## src/pfs_pkg.sv

```systemverilog
// Package for the pump fault supervisor: action codes, register indexes,
// reset values and the drive error code tables. No dependencies.
package pfs_pkg;

  // Action reported with every result item.
  typedef enum logic [2:0] {
    ACT_NONE         = 3'd0,
    ACT_FAIL_HARD    = 3'd1,
    ACT_RESET_PUMP   = 3'd2,
    ACT_FAIL_NORESET = 3'd3,
    ACT_FAIL_UNKNOWN = 3'd4
  } pfs_action_e;

  // Configuration register indexes.
  localparam logic CFG_STATUS_MASK = 1'b0;
  localparam logic CFG_RETRY_LIMIT = 1'b1;

  // Reset values.
  localparam logic [15:0] STATUS_MASK_RST = 16'h0EBF;
  localparam logic [7:0]  RETRY_LIMIT_RST = 8'd5;
  localparam logic [15:0] PREV_RST        = 16'hFFFF;
  localparam logic [7:0]  COUNT_MAX       = 8'hFF;

  // Number of published status flags.
  localparam int unsigned NUM_FLAGS = 10;

  // Codes that the drive can never clear by itself.
  function automatic logic is_hard_code(input logic [15:0] code);
    logic hit;
    hit = 1'b0;
    case (code)
      16'd3, 16'd12, 16'd15, 16'd33, 16'd38, 16'd39, 16'd40, 16'd41, 16'd42,
      16'd43, 16'd64, 16'd70, 16'd71, 16'd72, 16'd73, 16'd80, 16'd81, 16'd82,
      16'd83, 16'd91, 16'd94, 16'd100, 16'd101, 16'd105, 16'd106, 16'd107,
      16'd109, 16'd110, 16'd111, 16'd114, 16'd122, 16'd125, 16'd126,
      16'd127: hit = 1'b1;
      default: hit = 1'b0;
    endcase
    return hit;
  endfunction

  // Codes that a pump reset is expected to clear.
  function automatic logic is_auto_code(input logic [15:0] code);
    logic hit;
    hit = 1'b0;
    case (code)
      16'd2, 16'd4, 16'd5, 16'd6, 16'd7, 16'd8, 16'd9, 16'd13, 16'd21,
      16'd29, 16'd48, 16'd59, 16'd63: hit = 1'b1;
      default: hit = 1'b0;
    endcase
    return hit;
  endfunction

endpackage

```

## src/pump_fault_supervisor_unit.sv

```systemverilog
// Top level of the pump fault supervisor: input register, classification
// and status decode, result register. Depends on pfs_pkg.
//
//  channel | direction | handshake              | payload
//  in      | to block  | in_valid_i, in_stall_o | status_word_i, error_code_i
//  out     | from block| out_valid_o, out_stall_i| action_o, publish_o, flag bits
//  cfg     | to block  | cfg_we_i               | cfg_idx_i, cfg_data_i
//
// One item per cycle is accepted while in_stall_o is low; its result is offered once
// the item has passed the input register and then the result register.
// The supervisor state updates as an item moves from the input register to
// the result register, so back-to-back items see each other's effect.
// A stall on the output holds the result register and, when the input
// register is also full, raises in_stall_o in the same cycle.
// Reset clears the valid bits and the repeat counter, sets the stored status
// and code to all ones, and loads the register reset values.
module pump_fault_supervisor_unit
  import pfs_pkg::*;
(
  input  logic        clk_i,
  input  logic        rst_ni,
  // Configuration write port
  input  logic        cfg_we_i,
  input  logic        cfg_idx_i,
  input  logic [15:0] cfg_data_i,
  // Input channel
  input  logic        in_valid_i,
  output logic        in_stall_o,
  input  logic [15:0] status_word_i,
  input  logic [15:0] error_code_i,
  // Output channel
  output logic        out_valid_o,
  input  logic        out_stall_i,
  output logic [2:0]  action_o,
  output logic        publish_o,
  output logic        ready_res_o,
  output logic        running_o,
  output logic        forward_commanded_o,
  output logic        forward_rotating_o,
  output logic        accelerating_o,
  output logic        decelerating_o,
  output logic        faulted_o,
  output logic        frequency_from_main_o,
  output logic        command_from_operation_o,
  output logic        parameters_locked_o
);

  // Configuration registers.
  logic [15:0] status_mask_q;
  logic [7:0]  retry_limit_q;

  // Input register.
  logic        in_vld_q;
  logic [15:0] in_status_q;
  logic [15:0] in_code_q;

  // Supervisor state.
  logic [15:0] prev_status_q, prev_status_d;
  logic [15:0] prev_error_q, prev_error_d;
  logic [7:0]  repeat_cnt_q, repeat_cnt_d;

  // Result register.
  logic                 out_vld_q;
  pfs_action_e          action_q, action_d;
  logic                 publish_q, publish_d;
  logic [NUM_FLAGS-1:0] flags_q, flags_d;

  // Handshake control.
  logic out_free;
  logic s1_move;
  logic in_take;

  assign out_free   = !out_vld_q || !out_stall_i;
  assign s1_move    = in_vld_q && out_free;
  assign in_stall_o = in_vld_q && !out_free;
  assign in_take    = in_valid_i && !in_stall_o;

  // Configuration writes.
  always_ff @(posedge clk_i or negedge rst_ni) begin
    if (!rst_ni) begin
      status_mask_q <= STATUS_MASK_RST;
      retry_limit_q <= RETRY_LIMIT_RST;
    end else if (cfg_we_i) begin
      unique case (cfg_idx_i)
        CFG_STATUS_MASK: status_mask_q <= cfg_data_i;
        CFG_RETRY_LIMIT: retry_limit_q <= cfg_data_i[7:0];
        default: ;
      endcase
    end
  end

  // Input register valid bit.
  always_ff @(posedge clk_i or negedge rst_ni) begin
    if (!rst_ni) begin
      in_vld_q <= 1'b0;
    end else if (in_take) begin
      in_vld_q <= 1'b1;
    end else if (s1_move) begin
      in_vld_q <= 1'b0;
    end
  end

  // Input register payload.
  always_ff @(posedge clk_i) begin
    if (in_take) begin
      in_status_q <= status_word_i;
      in_code_q   <= error_code_i;
    end
  end

  // Classification, repeat counting and status decode for the held item.
  logic [15:0] masked;
  logic [7:0]  cnt_inc;
  logic        pub;

  always_comb begin
    masked       = in_status_q & status_mask_q;
    action_d     = ACT_NONE;
    repeat_cnt_d = repeat_cnt_q;
    cnt_inc      = (repeat_cnt_q == COUNT_MAX) ? repeat_cnt_q : repeat_cnt_q + 8'd1;

    if (in_code_q != 16'd0) begin
      if (is_hard_code(in_code_q)) begin
        action_d = ACT_FAIL_HARD;
      end else if (is_auto_code(in_code_q)) begin
        if (in_code_q != prev_error_q) begin
          action_d = ACT_RESET_PUMP;
        end else begin
          repeat_cnt_d = cnt_inc;
          if (cnt_inc > retry_limit_q) begin
            action_d = ACT_FAIL_NORESET;
          end
        end
      end else begin
        action_d = ACT_FAIL_UNKNOWN;
      end
    end else begin
      repeat_cnt_d = 8'd0;
    end

    pub       = (masked != prev_status_q) || (in_code_q != prev_error_q);
    publish_d = pub;

    // Flags are shown only on a publishing item.
    flags_d = pub ? {masked[11], masked[10], masked[9], masked[7], masked[5],
                     masked[4], masked[3], masked[2], masked[1], masked[0]}
                  : '0;

    prev_status_d = pub ? masked : prev_status_q;
    prev_error_d  = pub ? in_code_q : prev_error_q;
  end

  // Supervisor state update as the item leaves the input register.
  always_ff @(posedge clk_i or negedge rst_ni) begin
    if (!rst_ni) begin
      prev_status_q <= PREV_RST;
      prev_error_q  <= PREV_RST;
      repeat_cnt_q  <= 8'd0;
    end else if (s1_move) begin
      prev_status_q <= prev_status_d;
      prev_error_q  <= prev_error_d;
      repeat_cnt_q  <= repeat_cnt_d;
    end
  end

  // Result register valid bit.
  always_ff @(posedge clk_i or negedge rst_ni) begin
    if (!rst_ni) begin
      out_vld_q <= 1'b0;
    end else if (out_free) begin
      out_vld_q <= s1_move;
    end
  end

  // Result register payload.
  always_ff @(posedge clk_i) begin
    if (s1_move) begin
      action_q  <= action_d;
      publish_q <= publish_d;
      flags_q   <= flags_d;
    end
  end

  // Output ports.
  assign out_valid_o              = out_vld_q;
  assign action_o                 = action_q;
  assign publish_o                = publish_q;
  assign ready_res_o              = flags_q[0];
  assign running_o                = flags_q[1];
  assign forward_commanded_o      = flags_q[2];
  assign forward_rotating_o       = flags_q[3];
  assign accelerating_o           = flags_q[4];
  assign decelerating_o           = flags_q[5];
  assign faulted_o                = flags_q[6];
  assign frequency_from_main_o    = flags_q[7];
  assign command_from_operation_o = flags_q[8];
  assign parameters_locked_o      = flags_q[9];

endmodule

```

## config.mk

```make
export PLATFORM = sky130hd
export DESIGN_NAME = pump_fault_supervisor_unit
export DESIGN_NICKNAME = d
export VERILOG_FILES = /design/src/pfs_pkg.sv /design/src/pump_fault_supervisor_unit.sv
export SDC_FILE = /design/constraint.sdc
export NUM_CORES = 1
export LEC_CHECK = 0
export BUFFER_PORTS_ARGS = -buffer_cell sky130_fd_sc_hd__buf_2
export CAP_MARGIN = 10
export CELL_PAD_IN_SITES_DETAIL_PLACEMENT = 0
export CELL_PAD_IN_SITES_GLOBAL_PLACEMENT = 1
export CORE_UTILIZATION = 30
export CTS_BUF_LIST = sky130_fd_sc_hd__clkbuf_16
export DETAILED_ROUTE_END_ITERATION = 16
export PLACE_DENSITY_LB_ADDON = 0.1
export SLEW_MARGIN = 20
export SYNTH_ARGS = -nofsm -noshare
export SYNTH_HDL_FRONTEND = slang
export SYNTH_SLANG_ARGS = --single-unit
export TNS_END_PERCENT = 20
```

## constraint.sdc

```tcl
create_clock -name clk_i -period 4.3 [get_ports clk_i]
set_clock_uncertainty 0.2 [all_clocks]
set_input_delay 0.645 -clock clk_i [delete_from_list [all_inputs] [get_ports clk_i]]
set_output_delay 0.645 -clock clk_i [all_outputs]
set_load 0.005 [all_outputs]
```

# After elaboration in Yosys (flattened, before gate mapping)
# Memories as Yosys holds them, arrays and structs flattened. A register that Yosys moved wholly into a read port is not among the register bits.
# Cells that the tools add are included.
[word_totals]
register_bits = 112
rom_bits = 192
in_bits = 54
out_inout_bits = 16
word_cells = 65
n_memories = 2
[op_classes]
add_sub_neg = 1
order_cmp = 1
eq_ne = 6
muxes = 18
bitwise_logic = 4
n_reduce_logical = 19
[mem_list]
columns = ["memory", "words", "width", "rd", "rd_ports_with_merged_regs", "write_ports", "line_no", "rtl"]
rows = [
  ["(no name shown)", 128, 1, 1, 1, 0, "pfs_pkg.sv:31", "case (code)"],
  ["(no name shown)", 64, 1, 1, 1, 0, "pfs_pkg.sv:46", "case (code)"],
]
[op_table]
columns = ["cell", "n"]
rows = [
  ["8-bit two-way mux", 5],
  ["16-bit inequality test", 2],
  ["16-bit AND", 1],
  ["16-bit nonzero test", 1],
  ["10-bit logical NOT", 1],
  ["9-bit logical NOT", 1],
  ["8-bit by 1-bit adder with 8-bit output (second input constant)", 1],
  ["8-bit == test (second input constant)", 1],
  ["8-bit greater-than comparator", 1],
  ["1-bit two-way mux", 8],
  ["7-bit two-way mux", 1],
  ["6-bit two-way mux", 1],
  ["2-bit AND reduction", 3],
  ["1-bit logical NOT", 4],
  ["2-bit two-way mux", 2],
  ["2-bit inequality test (second input constant)", 2],
  ["4-bit AND reduction", 1],
  ["1-bit logical AND", 3],
  ["3-bit two-way mux", 1],
  ["1-bit inverter", 3],
  ["3-bit OR reduction", 1],
  ["1-bit logical OR", 2],
  ["2-bit by 1-bit inequality test with 1-bit output (second input constant)", 1],
  ["2-bit nonzero test", 1],
  ["2-bit OR reduction", 1],
]

# Logic depth before layout (Yosys ltp)
[logic_depth]
depth_word = 8
mapped_depth = 13
mapped_depth_nobuf = 12

# Worst setup path before layout
# No wires, ideal clock.
[synth_path]
path_kind = "input to register"
from = "input out_stall_i"
to = "register (tool-made name)"
setup_time_ns = 0.142
t_arrival_ns = 3.451
required_ns = 3.958
setup_slack_ns = 0.507
stages = 13
n_path_buf = 1
path_cell_list = "nand3_1 > nand2_1 > clkinv_1 > clkbuf_1 > nand2_1 > nand2_1 > ha_1 > nand3_1 > a21oi_1 > a41oi_1 > a31oi_1 > o2111ai_1 > o311ai_0"
[synth_lines]
columns = ["element", "line_no", "rtl"]
rows = [
  ["start: declaration", "pump_fault_supervisor_unit.sv:33", "input logic out_stall_i,"],
]

# Final worst setup path
[layout_path]
from = "register in_code_q[2]"
to = "register repeat_cnt_q[2]"
[layout_via]
elab_chain_len = 3
word_cells_on_any_way = 7
classes_between = "eq/ne (4); mux (1); reduce/logical (2)"
[layout_lines]
columns = ["element", "line_no", "rtl"]
rows = [
  ["start: declaration", "pump_fault_supervisor_unit.sv:55", "logic [15:0] in_code_q;"],
  ["start signal: assignment", "pump_fault_supervisor_unit.sv:107", "in_code_q <= error_code_i;"],
  ["16-bit inequality test or 16-bit nonzero test (tied branches)", "pump_fault_supervisor_unit.sv:126, pump_fault_supervisor_unit.sv:122", ""],
  ["2-bit inequality test (no line) or 2-bit by 1-bit inequality test with 1-bit output (tied branches)", "-", ""],
  ["4-bit AND reduction (no line)", "-", ""],
  ["end signal: assignment", "pump_fault_supervisor_unit.sv:162", "repeat_cnt_q <= repeat_cnt_d;"],
  ["end: declaration", "pump_fault_supervisor_unit.sv:60", "logic [7:0] repeat_cnt_q, repeat_cnt_d;"],
]
# Parallel ways exist; a longest one is shown, timed or not.
# A chain may end at the register's enable or synchronous reset.

==> results by group <==
Placement
  – RD Place Congestion: 0.806
  – Input/output buffers: 69
  – Placed cells: 746
  – Post-DP HPWL: 8.82 mm

Logic synthesis
  – Top_reg_cell synth: edfxtp_1
  – Post-synth EDFFs: 46
  – Ys async rst share: 57.9%
  – Yosys cell types: 53
  – Post-synthesis compound-gate area fraction: 11.5%
  – Main combinational cell family by area after synthesis: simple AND/OR/NAND/NOR gates
  – Sequential area share after synthesis: 57.3%
  – Cell taking the most area after synthesis: edfxtp_1
  – Syn nets: 528
  – #FFs+latches synth: 114
  – Synth Area in XOR/XNOR: 4.17%
  – Post-synthesis adder-cell area fraction: 2.98%
  – Top cells by count, synth: edfxtp_1 (46), dfstp_2 (44), o21ai_0 (38), nand2_1 (32), mux2_2 (28)
  – Ys Warns: 0
  – Post-Synthesis Cells: 461
  – Top cells by area, synth: edfxtp_1 (25%), dfstp_2 (21%), dfrtp_1 (10%)
  – Most frequent cell after synthesis: edfxtp_1
  – Top-area cell type share of the netlist area: 25.3%
  – Mapped Area: 5460 um2
  – Mux share of post-synthesis cell area: 9.05%
  – Avg Synthesized Cell Area: 11.8 um2
  – Synth Area in Simple Gates: 12.3%

Floorplan
  – Die Span Y: 137 um
  – Core area: 17500 um2
  – Starting Density: 31.1%
  – Die width: 137 um
  – Die area: 18700 um2
  – Row count: 48
  – I/O Pins: 70

Clock tree
  – Clk sinks: 114
  – Clock root buffer: clkbuf_16
  – Cts repair resizes: 0
  – H-tree depth: 4
  – Skew-Pair Late Insertion Delay: 0.41 ns
  – CTS buffer count: 17
  – Clk pin slew, worst setup/hold paths: 0.05 ns
  – Clock buffer depth: 2
  – TritonCTS clock tree: done
  – Post-CTS Setup Bufs: 0
  – Hold_buf cts: 0

Critical path
  – Worst setup path class: flop to flop
  – Reg2Reg Capture Point: repeat_cnt_q[2]$_DFFE_PN0P_
  – Critical Path Start: in_code_q[2]$_DFFE_PP_
  – Critical Path Source Type: flop
  – Reg-to-reg setup timing slack: 1.16 ns
  – CP endpoint: repeat_cnt_q[2]$_DFFE_PN0P_
  – Reg2Reg Depth: 6
  – Worst EP arrival: 3.24 ns
  – Cells along the critical path: xor2_1, nor4_1, nand4_1, nor3b_1, o21ai_1, a22o_1
  – CP max stage delay: 0.66 ns
  – CP max FO: 11
  – Crit path required time: 4.40 ns
  – Setup crit end kind: flop
  – Crit-path slowest cell: nor3b_1
  – Reg2Reg Launch Point: in_code_q[2]$_DFFE_PP_

Timing
  – Final setup fails: 0
  – Max Clk Rate: 318 MHz
  – Final-report max-slew violation count: 0
  – Setup tns final: 0 ns
  – Normalized max-slew margin: 38.8%
  – Fin crit period: 3.14 ns
  – Hold Fails Final Rpt: 0
  – Unrepaired setup endpoints after global routing: no
  – Worst-Margin Slew: 0.918 ns
  – Minimum hold slack: 0.206 ns
  – Period utilization: 73.0%

Route
  – Detailed Route Iter0 Violations: 195
  – Vias per cell: 4.95
  – Total wire length: 12.9 mm
  – Pre-antenna DRT Iters: 4
  – DRC: 0
  – WL per Instance: 16.6 um
  – Antenna Nets Post-Route: 0
  – Vias after detailed routing: 3849

Pwr
  – Total power draw: 3.19 mW
  – Maximum vdd ir drop: 0.257 mV
  – Cell leakage power: 2.79 nW
  – Power Dens Cells: 478 nW/um2

Run
  – Max_cap viols: 0

GRT
  – First-pass GRT wire length: 21.1 mm
  – Total congestion overflow: 0
  – Initial antenna violation count: 0
  – Largest net degree at the start of global routing: 67
  – Total Routing Usage GR: 15.2%
  – Number of global-route vias before repair: 3951

Final layout
  – Final core occ: 38.0%
  – Non-filler cells, final: 777
  – Area delta synth->final: 22.0%
  – ANT cells: 0
  – Final #Nets: 607
  – Share of post-route cells with drive strength above 1: 32.4%

Worst hold path
  – Worst Hold Class: input pin to flop

Run status
  – Status: complete, no violations
## through the flow
| stage | cell area (um2) | setup WS, ns |
|---|---|---|
| 2_1_floorplan | 5460 | 0.507 |
| 3_3_place_gp | 6060 | 1.08 |
| 3_5_place_dp | 6060 | 0.991 |
| 4_1_cts | 6660 | 1.18 |
| 5_1_grt | 6660 | 0.934 |
| 6_report | 6660 | 1.16 |
## metal layers
layer	track usage [%]	routed length (um)
met4	6.23	189
met5	0	0
met1	21.2	6470
met2	22.0	5710
met3	4.22	562
## logic make-up after synthesis
family                   after synthesis
AND/OR/NAND/NOR                      125
flip-flops                           114
AO/OA/AOI/OAI                        104
multiplexers                          44
buffers and inverters                 35
XOR/XNOR                              26
adder cells (fa/ha/maj)               13
## layout make-up
type | count | area (um2)
clock buffer | 17 | 425
clock inverter | 14 | 173
fill | 1752 | 10900
inverter | 21 | 78.8
multi-input combinational | 312 | 2190
sequential | 114 | 3130
tap | 225 | 282
timing repair buffer | 74 | 383
## cell usage in the layout (no fill, tap or decap), drive strengths merged, types with 3 or more instances in the layout
cell      instances
o22ai             4
o21ai            39
a211oi            3
ha               13
and3             15
a21oi            27
and2              5
clkbuf           17
mux2             43
a32o              3
dfrtp            22
a22o              4
a31oi             5
clkinv            7
inv              21
nor2             17
xor2             24
nor4              7
bufinv            4
nand2b            7
a21o              5
dfstp            44
clkinvlp          3
edfxtp           46
o21a              3
nor3b             3
nand2            32
buf              74
nor2b             9
nand4             7
nor3              7
nand3            10
## state kept, by name, summed over array words and instances, names as in the netlist, named ones only
register       flops
in_vld_q           1
prev_status_q     16
publish_o          1
prev_error_q      16
repeat_cnt_q       8
out_valid_o        1
status_mask_q     16
retry_limit_q      8
flags_q           10
in_code_q         16
in_status_q       16
action_o           3
## critical path: cells and delay by family (launching register included)
family / cells / cell delay [ns]
flops: 1 / 0.59
simple gates: 3 / 1.28
compound gates: 2 / 0.69
xor+xnor: 1 / 0.26
## worst min path at each step
stage	startpoint	end	slack [ns]	depth (start not counted)
final	status_word_i[11]	in_status_q[11]$_DFFE_PP_	0.21	1
after global routing	status_word_i[8]	in_status_q[8]$_DFFE_PP_	0.18	1
after CTS	status_word_i[11]	in_status_q[11]$_DFFE_PP_	0.18	1
after detailed placement	retry_limit_q[1]$_DFFE_PN0P_	retry_limit_q[1]$_DFFE_PN0P_	0.30	1
after global placement	prev_status_q[3]$_DFFE_PN1P_	prev_status_q[3]$_DFFE_PN1P_	0.29	2
after floorplan	rst_ni	in_vld_q$_DFFE_PN0P_	0.15	0
## report_power, final
group | switching (mW) | internal [mW]
logic | 0.198 | 0.165
registers | 0.0805 | 1.32
clock network | 0.475 | 0.952
total | 0.754 | 2.43
(Power assumes the default switching activity.)
